<file path="config.mk">
export PLATFORM = sky130hd
export DESIGN_NAME = line_rasterizer_color_interp_core_flat
export DESIGN_NICKNAME = d
export VERILOG_FILES = /design/src/rtl/lrci_pkg.sv /design/src/rtl/lrci_if.sv /design/src/rtl/lrci_ctrl.sv /design/src/rtl/lrci_walk.sv /design/src/rtl/lrci_color.sv /design/src/rtl/line_rasterizer_color_interp_core.sv /design/src/flat_wrapper.sv
export SDC_FILE = /design/constraint.sdc
export NUM_CORES = 2
export LEC_CHECK = 0
export ABC_AREA = 1
export CORE_UTILIZATION = 40
export DETAILED_ROUTE_END_ITERATION = 8
export DONT_BUFFER_PORTS = 1
export PLACE_DENSITY = 0.56
export SLEW_MARGIN = 40
export SYNTH_ARGS = -nofsm -noshare
export SYNTH_HDL_FRONTEND = slang
export SYNTH_SLANG_ARGS = --single-unit
</file>
<file path="constraint.sdc">
create_clock -name clk -period 19.75 [get_ports clk]
set_input_delay 1.975 -clock clk [delete_from_list [all_inputs] [get_ports clk]]
set_output_delay 1.975 -clock clk [all_outputs]
set_load 0.1 [all_outputs]
</file>
<file path="src/rtl/lrci_pkg.sv">
// Shared types and constants for the line rasterizer with color interpolation.
package lrci_pkg;

  localparam int COORD_BITS_DEF   = 12;
  localparam int CHAN_BITS        = 8;
  localparam int NUM_CHAN         = 4;
  localparam int COLOR_BITS       = CHAN_BITS * NUM_CHAN;
  localparam int DIV_BITS_PER_CYC = 2;
  localparam int DIV_CYCLES       = CHAN_BITS / DIV_BITS_PER_CYC;
  localparam int DIV_CNT_W        = (DIV_CYCLES > 1) ? $clog2(DIV_CYCLES) : 1;

  typedef struct packed {
    logic load;       // capture endpoints, order by x
    logic delta;      // compute |dx|, |dy|
    logic setup;      // pick major axis, start point, decision term
    logic num_init;   // load color numerators
    logic div_start;  // load divider lanes
    logic div_step;   // one divider iteration group
    logic emit;       // capture result, advance walk
  } lrci_cmd_t;

  typedef struct packed {
    logic busy;
  } lrci_stat_t;

endpackage

</file>
<file path="src/rtl/lrci_if.sv">
// Valid/ready channel interfaces for line commands and pixel results.
interface lrci_in_if #(parameter int COORD_BITS = lrci_pkg::COORD_BITS_DEF);
  import lrci_pkg::*;
  logic                         valid;
  logic                         ready;
  logic                         mode;
  logic signed [COORD_BITS-1:0] x_start;
  logic signed [COORD_BITS-1:0] y_start;
  logic signed [COORD_BITS-1:0] x_end;
  logic signed [COORD_BITS-1:0] y_end;
  logic [COLOR_BITS-1:0]        first_color;
  logic [COLOR_BITS-1:0]        second_color;

  modport source(output valid, mode, x_start, y_start, x_end, y_end,
                        first_color, second_color,
                 input ready);
  modport sink(input valid, mode, x_start, y_start, x_end, y_end,
                     first_color, second_color,
               output ready);
endinterface

interface lrci_out_if #(parameter int COORD_BITS = lrci_pkg::COORD_BITS_DEF);
  import lrci_pkg::*;
  logic                         valid;
  logic                         ready;
  logic signed [COORD_BITS-1:0] pixel_x;
  logic signed [COORD_BITS-1:0] pixel_y;
  logic [COLOR_BITS-1:0]        pixel_color;
  logic                         write_enable;
  logic                         last;

  modport source(output valid, pixel_x, pixel_y, pixel_color, write_enable, last,
                 input ready);
  modport sink(input valid, pixel_x, pixel_y, pixel_color, write_enable, last,
               output ready);
endinterface

</file>
<file path="src/rtl/lrci_ctrl.sv">
// Sequencer for line load, color division and pixel emission.
module lrci_ctrl (
  input  logic               clk,
  input  logic               rst,
  input  logic               in_valid,
  input  logic               in_mode,
  input  logic               out_free,
  input  lrci_pkg::lrci_stat_t stat,
  output logic               in_ready,
  output lrci_pkg::lrci_cmd_t  cmd
);
  import lrci_pkg::*;

  localparam logic [2:0] ST_IDLE     = 3'd0;
  localparam logic [2:0] ST_LD_DELTA = 3'd1;
  localparam logic [2:0] ST_LD_SETUP = 3'd2;
  localparam logic [2:0] ST_LD_NUM   = 3'd3;
  localparam logic [2:0] ST_DIV      = 3'd4;
  localparam logic [2:0] ST_EMIT     = 3'd5;

  logic [2:0]           state;
  logic [2:0]           state_next;
  logic [DIV_CNT_W-1:0] cnt;
  logic [DIV_CNT_W-1:0] cnt_next;

  always_comb begin
    state_next = state;
    cnt_next   = cnt;
    in_ready   = 1'b0;
    cmd        = '0;
    unique case (state)
      ST_IDLE: begin
        in_ready = 1'b1;
        if (in_valid) begin
          if (!in_mode) begin
            cmd.load   = 1'b1;
            state_next = ST_LD_DELTA;
          end else if (stat.busy) begin
            cmd.div_start = 1'b1;
            cnt_next      = '0;
            state_next    = ST_DIV;
          end
        end
      end
      ST_LD_DELTA: begin
        cmd.delta  = 1'b1;
        state_next = ST_LD_SETUP;
      end
      ST_LD_SETUP: begin
        cmd.setup  = 1'b1;
        state_next = ST_LD_NUM;
      end
      ST_LD_NUM: begin
        cmd.num_init = 1'b1;
        state_next   = ST_IDLE;
      end
      ST_DIV: begin
        cmd.div_step = 1'b1;
        if (cnt == DIV_CNT_W'(DIV_CYCLES - 1)) begin
          state_next = ST_EMIT;
        end else begin
          cnt_next = cnt + 1'b1;
        end
      end
      ST_EMIT: begin
        if (out_free) begin
          cmd.emit   = 1'b1;
          state_next = ST_IDLE;
        end
      end
      default: begin
        state_next = ST_IDLE;
      end
    endcase
  end

  always_ff @(posedge clk) begin
    if (rst) begin
      state <= ST_IDLE;
      cnt   <= '0;
    end else begin
      state <= state_next;
      cnt   <= cnt_next;
    end
  end

endmodule

</file>
<file path="src/rtl/lrci_walk.sv">
// Midpoint line walker: endpoint ordering, decision term and pixel position.
module lrci_walk #(
  parameter int COORD_BITS = lrci_pkg::COORD_BITS_DEF
) (
  input  logic                         clk,
  input  logic                         rst,
  input  lrci_pkg::lrci_cmd_t          cmd,
  input  logic signed [COORD_BITS-1:0] x_start,
  input  logic signed [COORD_BITS-1:0] y_start,
  input  logic signed [COORD_BITS-1:0] x_end,
  input  logic signed [COORD_BITS-1:0] y_end,
  output lrci_pkg::lrci_stat_t         stat,
  output logic signed [COORD_BITS-1:0] cur_x,
  output logic signed [COORD_BITS-1:0] cur_y,
  output logic [COORD_BITS:0]          span,
  output logic                         last,
  output logic                         color_rev
);
  import lrci_pkg::*;

  localparam int SPAN_W = COORD_BITS + 1;
  localparam int DEC_W  = COORD_BITS + 3;

  logic signed [COORD_BITS-1:0] x1, y1, x2, y2;
  logic                         x_swap;
  logic [SPAN_W-1:0]            abs_dx, abs_dy;
  logic                         dy_neg;
  logic signed [DEC_W-1:0]      decision;
  logic [SPAN_W-1:0]            step_index;
  logic                         steep;
  logic                         busy;

  logic                         swap_in;
  logic signed [SPAN_W-1:0]     dx_w, dy_w;
  logic                         x_major;
  logic                         rev_start;
  logic signed [DEC_W-1:0]      adx_s, ady_s;
  logic [SPAN_W:0]              k_inc;

  assign swap_in   = x_start > x_end;
  assign dx_w      = {x2[COORD_BITS-1], x2} - {x1[COORD_BITS-1], x1};
  assign dy_w      = {y2[COORD_BITS-1], y2} - {y1[COORD_BITS-1], y1};
  assign x_major   = (abs_dx != '0) && (dy_neg ? (abs_dy < abs_dx) : (abs_dy <= abs_dx));
  assign rev_start = !x_major && dy_neg;
  assign adx_s     = signed'(DEC_W'(abs_dx));
  assign ady_s     = signed'(DEC_W'(abs_dy));
  assign k_inc     = {1'b0, step_index} + 1'b1;
  assign last      = k_inc >= {1'b0, span};
  assign stat.busy = busy;

  always_ff @(posedge clk) begin
    if (cmd.load) begin
      x_swap <= swap_in;
      x1     <= swap_in ? x_end   : x_start;
      y1     <= swap_in ? y_end   : y_start;
      x2     <= swap_in ? x_start : x_end;
      y2     <= swap_in ? y_start : y_end;
    end
    if (cmd.delta) begin
      abs_dx <= dx_w;
      dy_neg <= dy_w[SPAN_W-1];
      abs_dy <= dy_w[SPAN_W-1] ? -dy_w : dy_w;
    end
    if (cmd.setup) begin
      steep      <= !x_major;
      cur_x      <= rev_start ? x2 : x1;
      cur_y      <= rev_start ? y2 : y1;
      color_rev  <= x_swap ^ rev_start;
      decision   <= x_major ? (adx_s - (ady_s <<< 1)) : (ady_s - (adx_s <<< 1));
      span       <= x_major ? abs_dx : abs_dy;
      step_index <= '0;
    end
    if (cmd.emit) begin
      step_index <= k_inc[SPAN_W-1:0];
      if (!steep) begin
        cur_x <= cur_x + 1'b1;
        if (decision <= 0) begin
          cur_y    <= dy_neg ? cur_y - 1'b1 : cur_y + 1'b1;
          decision <= decision + ((adx_s - ady_s) <<< 1);
        end else begin
          decision <= decision - (ady_s <<< 1);
        end
      end else begin
        cur_y <= cur_y + 1'b1;
        if (decision <= 0) begin
          cur_x    <= dy_neg ? cur_x - 1'b1 : cur_x + 1'b1;
          decision <= decision + ((ady_s - adx_s) <<< 1);
        end else begin
          decision <= decision - (adx_s <<< 1);
        end
      end
    end
  end

  always_ff @(posedge clk) begin
    if (rst) begin
      busy <= 1'b0;
    end else if (cmd.setup) begin
      busy <= x_major ? (abs_dx != '0) : (abs_dy != '0);
    end else if (cmd.emit && last) begin
      busy <= 1'b0;
    end
  end

endmodule

</file>
<file path="src/rtl/lrci_color.sv">
// Per-channel color numerators and four radix-4 restoring divider lanes.
module lrci_color #(
  parameter int COORD_BITS = lrci_pkg::COORD_BITS_DEF
) (
  input  logic                            clk,
  input  lrci_pkg::lrci_cmd_t             cmd,
  input  logic [lrci_pkg::COLOR_BITS-1:0] first_color,
  input  logic [lrci_pkg::COLOR_BITS-1:0] second_color,
  input  logic [COORD_BITS:0]             span,
  input  logic                            color_rev,
  output logic [lrci_pkg::COLOR_BITS-1:0] color
);
  import lrci_pkg::*;

  localparam int SPAN_W = COORD_BITS + 1;
  localparam int NUM_W  = CHAN_BITS + SPAN_W;

  logic [COLOR_BITS-1:0]       c_start, c_end;
  logic [COLOR_BITS-1:0]       lo_col, hi_col;
  logic [NUM_W-1:0]            num   [NUM_CHAN];
  logic signed [CHAN_BITS:0]   delta [NUM_CHAN];
  logic [SPAN_W-1:0]           rem   [NUM_CHAN];
  logic [CHAN_BITS-1:0]        quo   [NUM_CHAN];
  logic [SPAN_W-1:0]           rem_next [NUM_CHAN];
  logic [CHAN_BITS-1:0]        quo_next [NUM_CHAN];

  assign lo_col = color_rev ? c_end   : c_start;
  assign hi_col = color_rev ? c_start : c_end;

  always_comb begin
    logic [SPAN_W-1:0]    r;
    logic [CHAN_BITS-1:0] q;
    logic [SPAN_W:0]      t;
    logic                 ge;
    for (int c = 0; c < NUM_CHAN; c++) begin
      r = rem[c];
      q = quo[c];
      for (int j = 0; j < DIV_BITS_PER_CYC; j++) begin
        t  = {r, q[CHAN_BITS-1]};
        ge = t >= {1'b0, span};
        r  = ge ? SPAN_W'(t - {1'b0, span}) : t[SPAN_W-1:0];
        q  = {q[CHAN_BITS-2:0], ge};
      end
      rem_next[c] = r;
      quo_next[c] = q;
    end
  end

  always_ff @(posedge clk) begin
    if (cmd.load) begin
      c_start <= first_color;
      c_end   <= second_color;
    end
    for (int c = 0; c < NUM_CHAN; c++) begin
      if (cmd.num_init) begin
        num[c]   <= NUM_W'(lo_col[c*CHAN_BITS +: CHAN_BITS]) * NUM_W'(span);
        delta[c] <= signed'({1'b0, hi_col[c*CHAN_BITS +: CHAN_BITS]})
                  - signed'({1'b0, lo_col[c*CHAN_BITS +: CHAN_BITS]});
      end else if (cmd.emit) begin
        num[c] <= num[c] + {{(NUM_W-CHAN_BITS-1){delta[c][CHAN_BITS]}}, delta[c]};
      end
      if (cmd.div_start) begin
        rem[c] <= num[c][NUM_W-1:CHAN_BITS];
        quo[c] <= num[c][CHAN_BITS-1:0];
      end else if (cmd.div_step) begin
        rem[c] <= rem_next[c];
        quo[c] <= quo_next[c];
      end
    end
  end

  always_comb begin
    for (int c = 0; c < NUM_CHAN; c++) begin
      color[c*CHAN_BITS +: CHAN_BITS] = quo[c];
    end
  end

endmodule

</file>
<file path="src/rtl/line_rasterizer_color_interp_core.sv">
// Line rasterizer with per-pixel RGBA interpolation: top level.
//
// Channels: cmd (sink) takes line loads (mode 0) and pixel requests (mode 1);
// pix (source) returns one pixel per request while a line is active.
// A transfer happens on a rising edge with valid and ready both high.
// A load is followed by the delta, setup and numerator steps and returns nothing.
// A pixel request passes from its transfer through the divider steps (2 quotient
// bits per cycle in four parallel channel lanes) and an emit step into the output
// register. The next request is taken only once the previous one has been emitted.
// A request with no active line is taken and returns nothing.
// A load during an active line drops the rest of that line.
// The output register holds a finished pixel while the next request is taken
// and divided; if pix stays stalled the block waits in its emit step with
// cmd.ready low until the register frees.
// Reset (rst, synchronous) returns to idle with no line active and pix.valid low.
module line_rasterizer_color_interp_core #(
  parameter int COORD_BITS = lrci_pkg::COORD_BITS_DEF
) (
  input logic         clk,
  input logic         rst,
  lrci_in_if.sink     cmd,
  lrci_out_if.source  pix
);
  import lrci_pkg::*;

  lrci_cmd_t                    ctl;
  lrci_stat_t                   stat;
  logic                         in_ready;
  logic                         out_free;
  logic signed [COORD_BITS-1:0] cur_x, cur_y;
  logic [COORD_BITS:0]          span;
  logic                         last_w;
  logic                         color_rev;
  logic [COLOR_BITS-1:0]        color_w;

  logic                         out_valid;
  logic signed [COORD_BITS-1:0] out_x, out_y;
  logic [COLOR_BITS-1:0]        out_color;
  logic                         out_we;
  logic                         out_last;

  assign out_free = !out_valid || pix.ready;

  lrci_ctrl u_ctrl (
    .clk      (clk),
    .rst      (rst),
    .in_valid (cmd.valid),
    .in_mode  (cmd.mode),
    .out_free (out_free),
    .stat     (stat),
    .in_ready (in_ready),
    .cmd      (ctl)
  );

  lrci_walk #(.COORD_BITS(COORD_BITS)) u_walk (
    .clk       (clk),
    .rst       (rst),
    .cmd       (ctl),
    .x_start   (cmd.x_start),
    .y_start   (cmd.y_start),
    .x_end     (cmd.x_end),
    .y_end     (cmd.y_end),
    .stat      (stat),
    .cur_x     (cur_x),
    .cur_y     (cur_y),
    .span      (span),
    .last      (last_w),
    .color_rev (color_rev)
  );

  lrci_color #(.COORD_BITS(COORD_BITS)) u_color (
    .clk          (clk),
    .cmd          (ctl),
    .first_color  (cmd.first_color),
    .second_color (cmd.second_color),
    .span         (span),
    .color_rev    (color_rev),
    .color        (color_w)
  );

  always_ff @(posedge clk) begin
    if (rst) begin
      out_valid <= 1'b0;
    end else if (ctl.emit) begin
      out_valid <= 1'b1;
    end else if (pix.ready) begin
      out_valid <= 1'b0;
    end
  end

  always_ff @(posedge clk) begin
    if (ctl.emit) begin
      out_x     <= cur_x;
      out_y     <= cur_y;
      out_color <= color_w;
      out_we    <= !cur_x[COORD_BITS-1];
      out_last  <= last_w;
    end
  end

  assign cmd.ready        = in_ready;
  assign pix.valid        = out_valid;
  assign pix.pixel_x      = out_x;
  assign pix.pixel_y      = out_y;
  assign pix.pixel_color  = out_color;
  assign pix.write_enable = out_we;
  assign pix.last         = out_last;

endmodule

</file>
<file path="src/flat_wrapper.sv">
// flat-port wrapper written by rule: the top's interface ports become plain ports
module line_rasterizer_color_interp_core_flat import lrci_pkg::*;
#(
  parameter int COORD_BITS = lrci_pkg::COORD_BITS_DEF
)
  (clk, rst, cmd_valid, cmd_mode, cmd_x_start, cmd_y_start, cmd_x_end, cmd_y_end, cmd_first_color, cmd_second_color, cmd_ready, pix_valid, pix_pixel_x, pix_pixel_y, pix_pixel_color, pix_write_enable, pix_last, pix_ready);
  lrci_in_if #(.COORD_BITS(COORD_BITS)) cmd_i ();
  lrci_out_if #(.COORD_BITS(COORD_BITS)) pix_i ();
  input logic clk;
  input logic rst;
  input wire logic [$bits(cmd_i.valid)-1:0] cmd_valid;
  input wire logic [$bits(cmd_i.mode)-1:0] cmd_mode;
  input wire logic [$bits(cmd_i.x_start)-1:0] cmd_x_start;
  input wire logic [$bits(cmd_i.y_start)-1:0] cmd_y_start;
  input wire logic [$bits(cmd_i.x_end)-1:0] cmd_x_end;
  input wire logic [$bits(cmd_i.y_end)-1:0] cmd_y_end;
  input wire logic [$bits(cmd_i.first_color)-1:0] cmd_first_color;
  input wire logic [$bits(cmd_i.second_color)-1:0] cmd_second_color;
  output wire logic [$bits(cmd_i.ready)-1:0] cmd_ready;
  output wire logic [$bits(pix_i.valid)-1:0] pix_valid;
  output wire logic [$bits(pix_i.pixel_x)-1:0] pix_pixel_x;
  output wire logic [$bits(pix_i.pixel_y)-1:0] pix_pixel_y;
  output wire logic [$bits(pix_i.pixel_color)-1:0] pix_pixel_color;
  output wire logic [$bits(pix_i.write_enable)-1:0] pix_write_enable;
  output wire logic [$bits(pix_i.last)-1:0] pix_last;
  input wire logic [$bits(pix_i.ready)-1:0] pix_ready;
  assign cmd_i.valid = cmd_valid;
  assign cmd_i.mode = cmd_mode;
  assign cmd_i.x_start = cmd_x_start;
  assign cmd_i.y_start = cmd_y_start;
  assign cmd_i.x_end = cmd_x_end;
  assign cmd_i.y_end = cmd_y_end;
  assign cmd_i.first_color = cmd_first_color;
  assign cmd_i.second_color = cmd_second_color;
  assign cmd_ready = cmd_i.ready;
  assign pix_valid = pix_i.valid;
  assign pix_pixel_x = pix_i.pixel_x;
  assign pix_pixel_y = pix_i.pixel_y;
  assign pix_pixel_color = pix_i.pixel_color;
  assign pix_write_enable = pix_i.write_enable;
  assign pix_last = pix_i.last;
  assign pix_i.ready = pix_ready;
  line_rasterizer_color_interp_core #(.COORD_BITS(COORD_BITS)) u_core (.clk(clk), .rst(rst), .cmd(cmd_i), .pix(pix_i));
endmodule
</file>
-- After elaboration in Yosys (flattened, before gate mapping)
Memory sizes are Yosys's and may differ from the RTL's.
Cells that the tools add are included.
Widths: inputs -> output; s select.
- bits in registers: 272
- RAM bits: 204
- input port bits: 117
- output and inout bits: 60
- logic and storage cells: 212
- memories: 4
- $add $sub $neg: 33
- multipliers: 4
- order comparisons: 13
- equal/unequal tests: 13
- multiplexer cells: 89
- bitwise logic cells: 13
- reduce and logical (&&, ||, !) cells: 16
- memory list (name ; depth ; width ; read ports ; clocked after Yosys merged registers in ; write ports ; line ; text):
    u_core.u_color.num ; 4 ; 21 ; 4 ; 0 ; 4 ; lrci_color.sv:20 ; logic [NUM_W-1:0] num [NUM_CHAN];
    u_core.u_color.rem ; 4 ; 13 ; 4 ; 0 ; 4 ; lrci_color.sv:22 ; logic [SPAN_W-1:0] rem [NUM_CHAN];
    u_core.u_color.delta ; 4 ; 9 ; 4 ; 0 ; 4 ; lrci_color.sv:21 ; logic signed [CHAN_BITS:0] delta [NUM_CHAN];
    u_core.u_color.quo ; 4 ; 8 ; 4 ; 0 ; 4 ; lrci_color.sv:23 ; logic [CHAN_BITS-1:0] quo [NUM_CHAN];
- operators by type and width (operator ; number):
    $mux 12 ; 17
    $mux 13 ; 15
    $ge 14x13->1 ; 9
    $sub 13x13->13 ; 8
    $mux 15 ; 6
    $add 21x21->21 ; 4
    $mul 8x13->21 ; 4
    $mux 21 ; 4
    $mux 32 ; 2
    $sub 8x8->9 ; 4
    $mux 8 ; 4
    $add 15x15->15 ; 2
    $mux 1 ; 30
    $sub 13x14->15 ; 2
    $sub 15x15->15 ; 2
    $sub 13x13->14 ; 2
    $reduce_bool 13->1 ; 2
    $sub 12x12->13 ; 2
    $add 12x1->12 const B ; 2
    $sub 12x1->12 const B ; 2
    $le 15x1->1 const B ; 1
    $mux 3 ; 5
    $pmux 3 s5 ; 1
    $add 13x1->14 const B ; 1
    other kinds (23) ; 50

-- Longest topological paths before layout
- depth in word-level cells: 10
- gate-level depth with buffers: 31
- gate-level depth less buffers: 29

-- Cells and area by module
Synthesis repeated with hierarchy kept, for this count alone.
- cells, all modules: 6855
- area total of the unflattened synthesis: 51453.1 um^2
- modules (own cells, without submodules) (module ; times used ; cells each ; area an instance (um^2) ; seq. area each (um^2)):
    lrci_color ; 1 ; 4780 ; 35880.7 ; 8047.7
    lrci_walk ; 1 ; 1949 ; 13417.9 ; 4073.9
    line_rasterizer_color_interp_core ; 1 ; 64 ; 1788.0 ; 1761.7
    lrci_ctrl ; 1 ; 62 ; 366.6 ; 100.1

-- Worst setup path before layout
No wires, ideal clock.
- path type: reg2reg
- start: reg u_core.u_ctrl.state[0]
- end: reg u_core.u_color.c_end[0] (enable)
- library setup time: 0.749 ns
- data arrival time: 10.276 ns
- data required time: 19.001 ns
- path slack: 8.725 ns
- stages on the path, launching flop included: 6
- path buffers: 0
- clock period less this slack: 11.025 ns
- cells stage by stage: dfxtp_1 > nor2_1 > inv_1 > nor2_1 > inv_1 > nor3b_1
- RTL lines (element ; line ; text):
    from (decl) ; lrci_ctrl.sv:21 ; logic [2:0] state;
    from (signal assigned) ; lrci_ctrl.sv:82 ; state <= state_next;
    to (signal assigned) ; lrci_color.sv:52 ; c_end <= second_color;
    to (decl) ; lrci_color.sv:18 ; logic [COLOR_BITS-1:0] c_start, c_end;

==> impl_results.md <==
- Multiplexer area fraction after synthesis: 0.1397%
- Synth top area share: 26.18%
- # rows: 130
- Cells after Synth: 6705
- Seq cells post-synth: 476
- Top Ports: 177
- Post-synth top area cell: edfxtp_1
- CP max FO: 55
- Hold Crit Start: u_core.u_color.quo[2][2]
- DRC Markers: 0
- Clk sinks: 476
- First drt pass iteration count: 5
- Layout area overhead: 9.848%
- Root buf cell: clkbuf_16
- WP data required: 20.17 ns
- Avg Cell Area, Syn: 7.611 µm²
- Most frequent cell after synthesis: nand2_1
- Core area: 126100 µm²
- RSZ-0062 raised after global routing: false
- FFs w/ async S/R, synth: 0%
- Synth area leaders: edfxtp_1 (26%), ha_1 (12%), nand2_1 (12%), fa_1 (11%), inv_1 (7.0%)
- Clk Latency, worst-skew pair: 0.72 ns
- Die outline height: 359.2 µm
- Port bufs: 0
- Final #Nets: 7595
- Number of CTS-inserted buffers: 59
- Final Max Tran Viols: 0
- HPWL Detailed: 123.1 mm
- Top_reg_cell synth: edfxtp_1
- Fraction of the mapped netlist area in compound gates: 11.42%
- Max-cap viol count: 0
- R2r setup slk: 13.19 ns
- Xor and xnor area share after synthesis: 4.050%
- Type of destination of the critical path: flop
- Final hold violation count: 0
- H-Tree Level Count: 2
- Pre-CTS WS: 13.23 ns
- Setup TNS: 0 ns
- Worst Max-Slew Pin Slew: 0.9101 ns
- Netlist cell types: 65
- Worst R2R Start: u_core.u_walk.color_rev
- Post-cts resize count: 0
- EDFF count, synth: 445
- R2r worst-path depth: 21
- Gr ovfl total: 0
- Die Span X: 359.2 µm
- WL/cell: 18.95 µm
- Final worst setup slack: 13.19 ns
- Fillers: 12.70k
- Final Cycle Share: 33.23%
- Number of global-route vias before repair: 43.32k
- Syn nets: 7609
- Antenna violations before repair: 12
- Hold-critical path depth: 0
- Gr usage total: 24.28%
- Clock transition at path regs: 0.07 ns
- Worst Clk Skew: 0.05993 ns
- Main combinational cell family by area after synthesis: simple AND/OR/NAND/NOR gates
- CTS max path bufs: 3
- Commonest cells in the netlist: nand2_1 (1652), inv_1 (957), nor2_1 (653)
- Worst setup SP type: flop
- DRT antenna net count: 0
- Hold-fix buffers at CTS: 0
- Sequential-to-total area share from yosys stat: 27.40%
- Final Setup Violations: 0
- Fmax: 152.4 MHz
- Simple-Gate Fraction of Synth Area: 24.58%
- Fraction of layout cells with a size suffix above 1: 5.473%
- Max-slew headroom: 39.32%
- Largest net degree at the start of global routing: 88
- Initial Utilization: 40.48%
- Gp weighted congestion: 0.9527
- Min cycle time layout: 6.563 ns
- Crit Reg-Reg Endpoint: u_core.u_color.num[3][13]
- Post-Synth Adder-Cell Area: 23.52%
- Total setup buffers inserted after CTS: 0
- WP data arrival: 6.98 ns
- Final wirelength: 159.1 mm
- DR iter-0 viols: 3217
- Hold EP: u_core.pix.pixel_color[18]
- First-pass GRT wire length: 247.6 mm
- Status: finished, final reports clean
- Die area: 129000 µm²
- Critical path class: reg2reg
- Warnings, synthesis: 0
- Via count: 44.38k
- HP Class: reg2reg
- Synthesized cell area: 51030 µm²
- Vias per cell: 5.288
- TritonCTS clock tree: yes
routing by layer:
layer,GRT usage (%),vias up,part of all wire (%)
met1,33.90,20975,47
met5,0,-,0.052
met4,6.657,12,2.8
li1,-,21995,-
met3,3.117,222,5.7
met2,39.33,1180,45
stage by stage:
step	instances	area (µm²)	util (%)	hold WS, ns
3_5_place_dp	8273	53710	42.61	0.4395
4_1_cts	8385	55870	44.32	0.4544
5_1_grt	8392	56060	44.47	0.4598
6_report	8394	56060	44.47	0.4514
3_3_place_gp	8239	52790	41.88	0.4325
2_1_floorplan	6705	51030	-	0.4029
layout by cell type (no fill, tap or decap), drive strengths merged, types with 8 or more instances in the layout:
| master | n |
|---|---|
| a211oi | 9 |
| a21boi | 8 |
| a21o | 27 |
| a21oi | 423 |
| a31oi | 22 |
| buf | 99 |
| bufinv | 13 |
| clkbuf | 72 |
| clkinv | 28 |
| clkinvlp | 10 |
| dfxtp | 31 |
| edfxtp | 445 |
| fa | 287 |
| ha | 500 |
| inv | 977 |
| nand2 | 1668 |
| nand3 | 403 |
| nand3b | 11 |
| nand4 | 84 |
| nor2 | 667 |
| nor3 | 67 |
| nor4 | 31 |
| o211ai | 9 |
| o21a | 15 |
| o21ai | 449 |
| o21bai | 43 |
| o22ai | 10 |
| o31ai | 22 |
| or2 | 44 |
| xnor2 | 68 |
| xor2 | 168 |
sequential cells by signal, summed over array words and instances (netlist names), 13 cells and up:
name	count
u_core.u_color.delta	36
u_core.u_color.rem	52
u_core.u_color.c_end	32
u_core.u_walk.decision	15
u_core.u_color.quo	32
u_core.u_color.num	84
u_core.u_color.c_start	32
u_core.pix.pixel_color	32
u_core.u_walk.abs_dx	13
u_core.u_walk.span	13
u_core.u_walk.abs_dy	13
u_core.u_walk.step_index	13
worst max path at each step:
| stage | to | cells after the start | slack [ns] | startpoint |
|---|---|---|---|---|
| floorplan | u_core.u_color.c_end[0] | 5 | 8.73 | u_core.u_ctrl.state[0] |
| global placement | u_core.u_color.num[3][14] | 21 | 13.33 | u_core.u_walk.color_rev |
| detailed placement | u_core.u_color.num[3][13] | 21 | 13.23 | u_core.u_walk.color_rev |
| CTS | u_core.u_color.num[3][13] | 21 | 13.19 | u_core.u_walk.color_rev |
| global route | u_core.u_color.num[3][14] | 20 | 12.71 | u_core.u_walk.color_rev |
| finish | u_core.u_color.num[3][13] | 21 | 13.19 | u_core.u_walk.color_rev |
worst max-delay path: stages (launching register included):
cell and delay, ns:
edfxtp_1 0.32, buf_4 0.43, inv_1 0.34, buf_4 0.28
a21oi_1 0.39, clkinv_1 0.45, nor2_1 0.26, fa_1 0.47
fa_1 0.52, fa_1 0.55, inv_1 0.05, fa_1 0.52
inv_1 0.04, ha_1 0.35, a21oi_1 0.21, a21boi_0 0.30
o21ai_1 0.16, nand3_1 0.10, nand2_1 0.06, or2_2 0.27
nand3_1 0.12, nand2_1 0.06
area by class of cell:
cell class / count / area [µm²] / area share (%)
tap: 1650 / 2064 / 3.683
clock buffer: 65 / 1509 / 2.692
antenna: 2 / 5.005 / 0.008928
sequential: 476 / 13980 / 24.95
timing repair buffer: 106 / 1560 / 2.783
multi-input combinational: 5067 / 32590 / 58.13
clock inverter: 47 / 655.6 / 1.170
inverter: 981 / 3696 / 6.593
cells by family (layout without fill, tap and decap cells):
| logic type | after synthesis | in the layout |
|---|---|---|
| AND/OR/NAND/NOR | 2982 | 2982 |
| other | 0 | 2 |
| adder cells (fa/ha/maj) | 787 | 787 |
| buffers and inverters | 1162 | 1199 |
| multiplexers | 7 | 7 |
| AO/OA/AOI/OAI | 1055 | 1055 |
| XOR/XNOR | 236 | 236 |
| flip-flops | 476 | 476 |
Power is not shown: default switching activity piles up to over one toggle a cycle in this logic, so the estimate is an artifact.
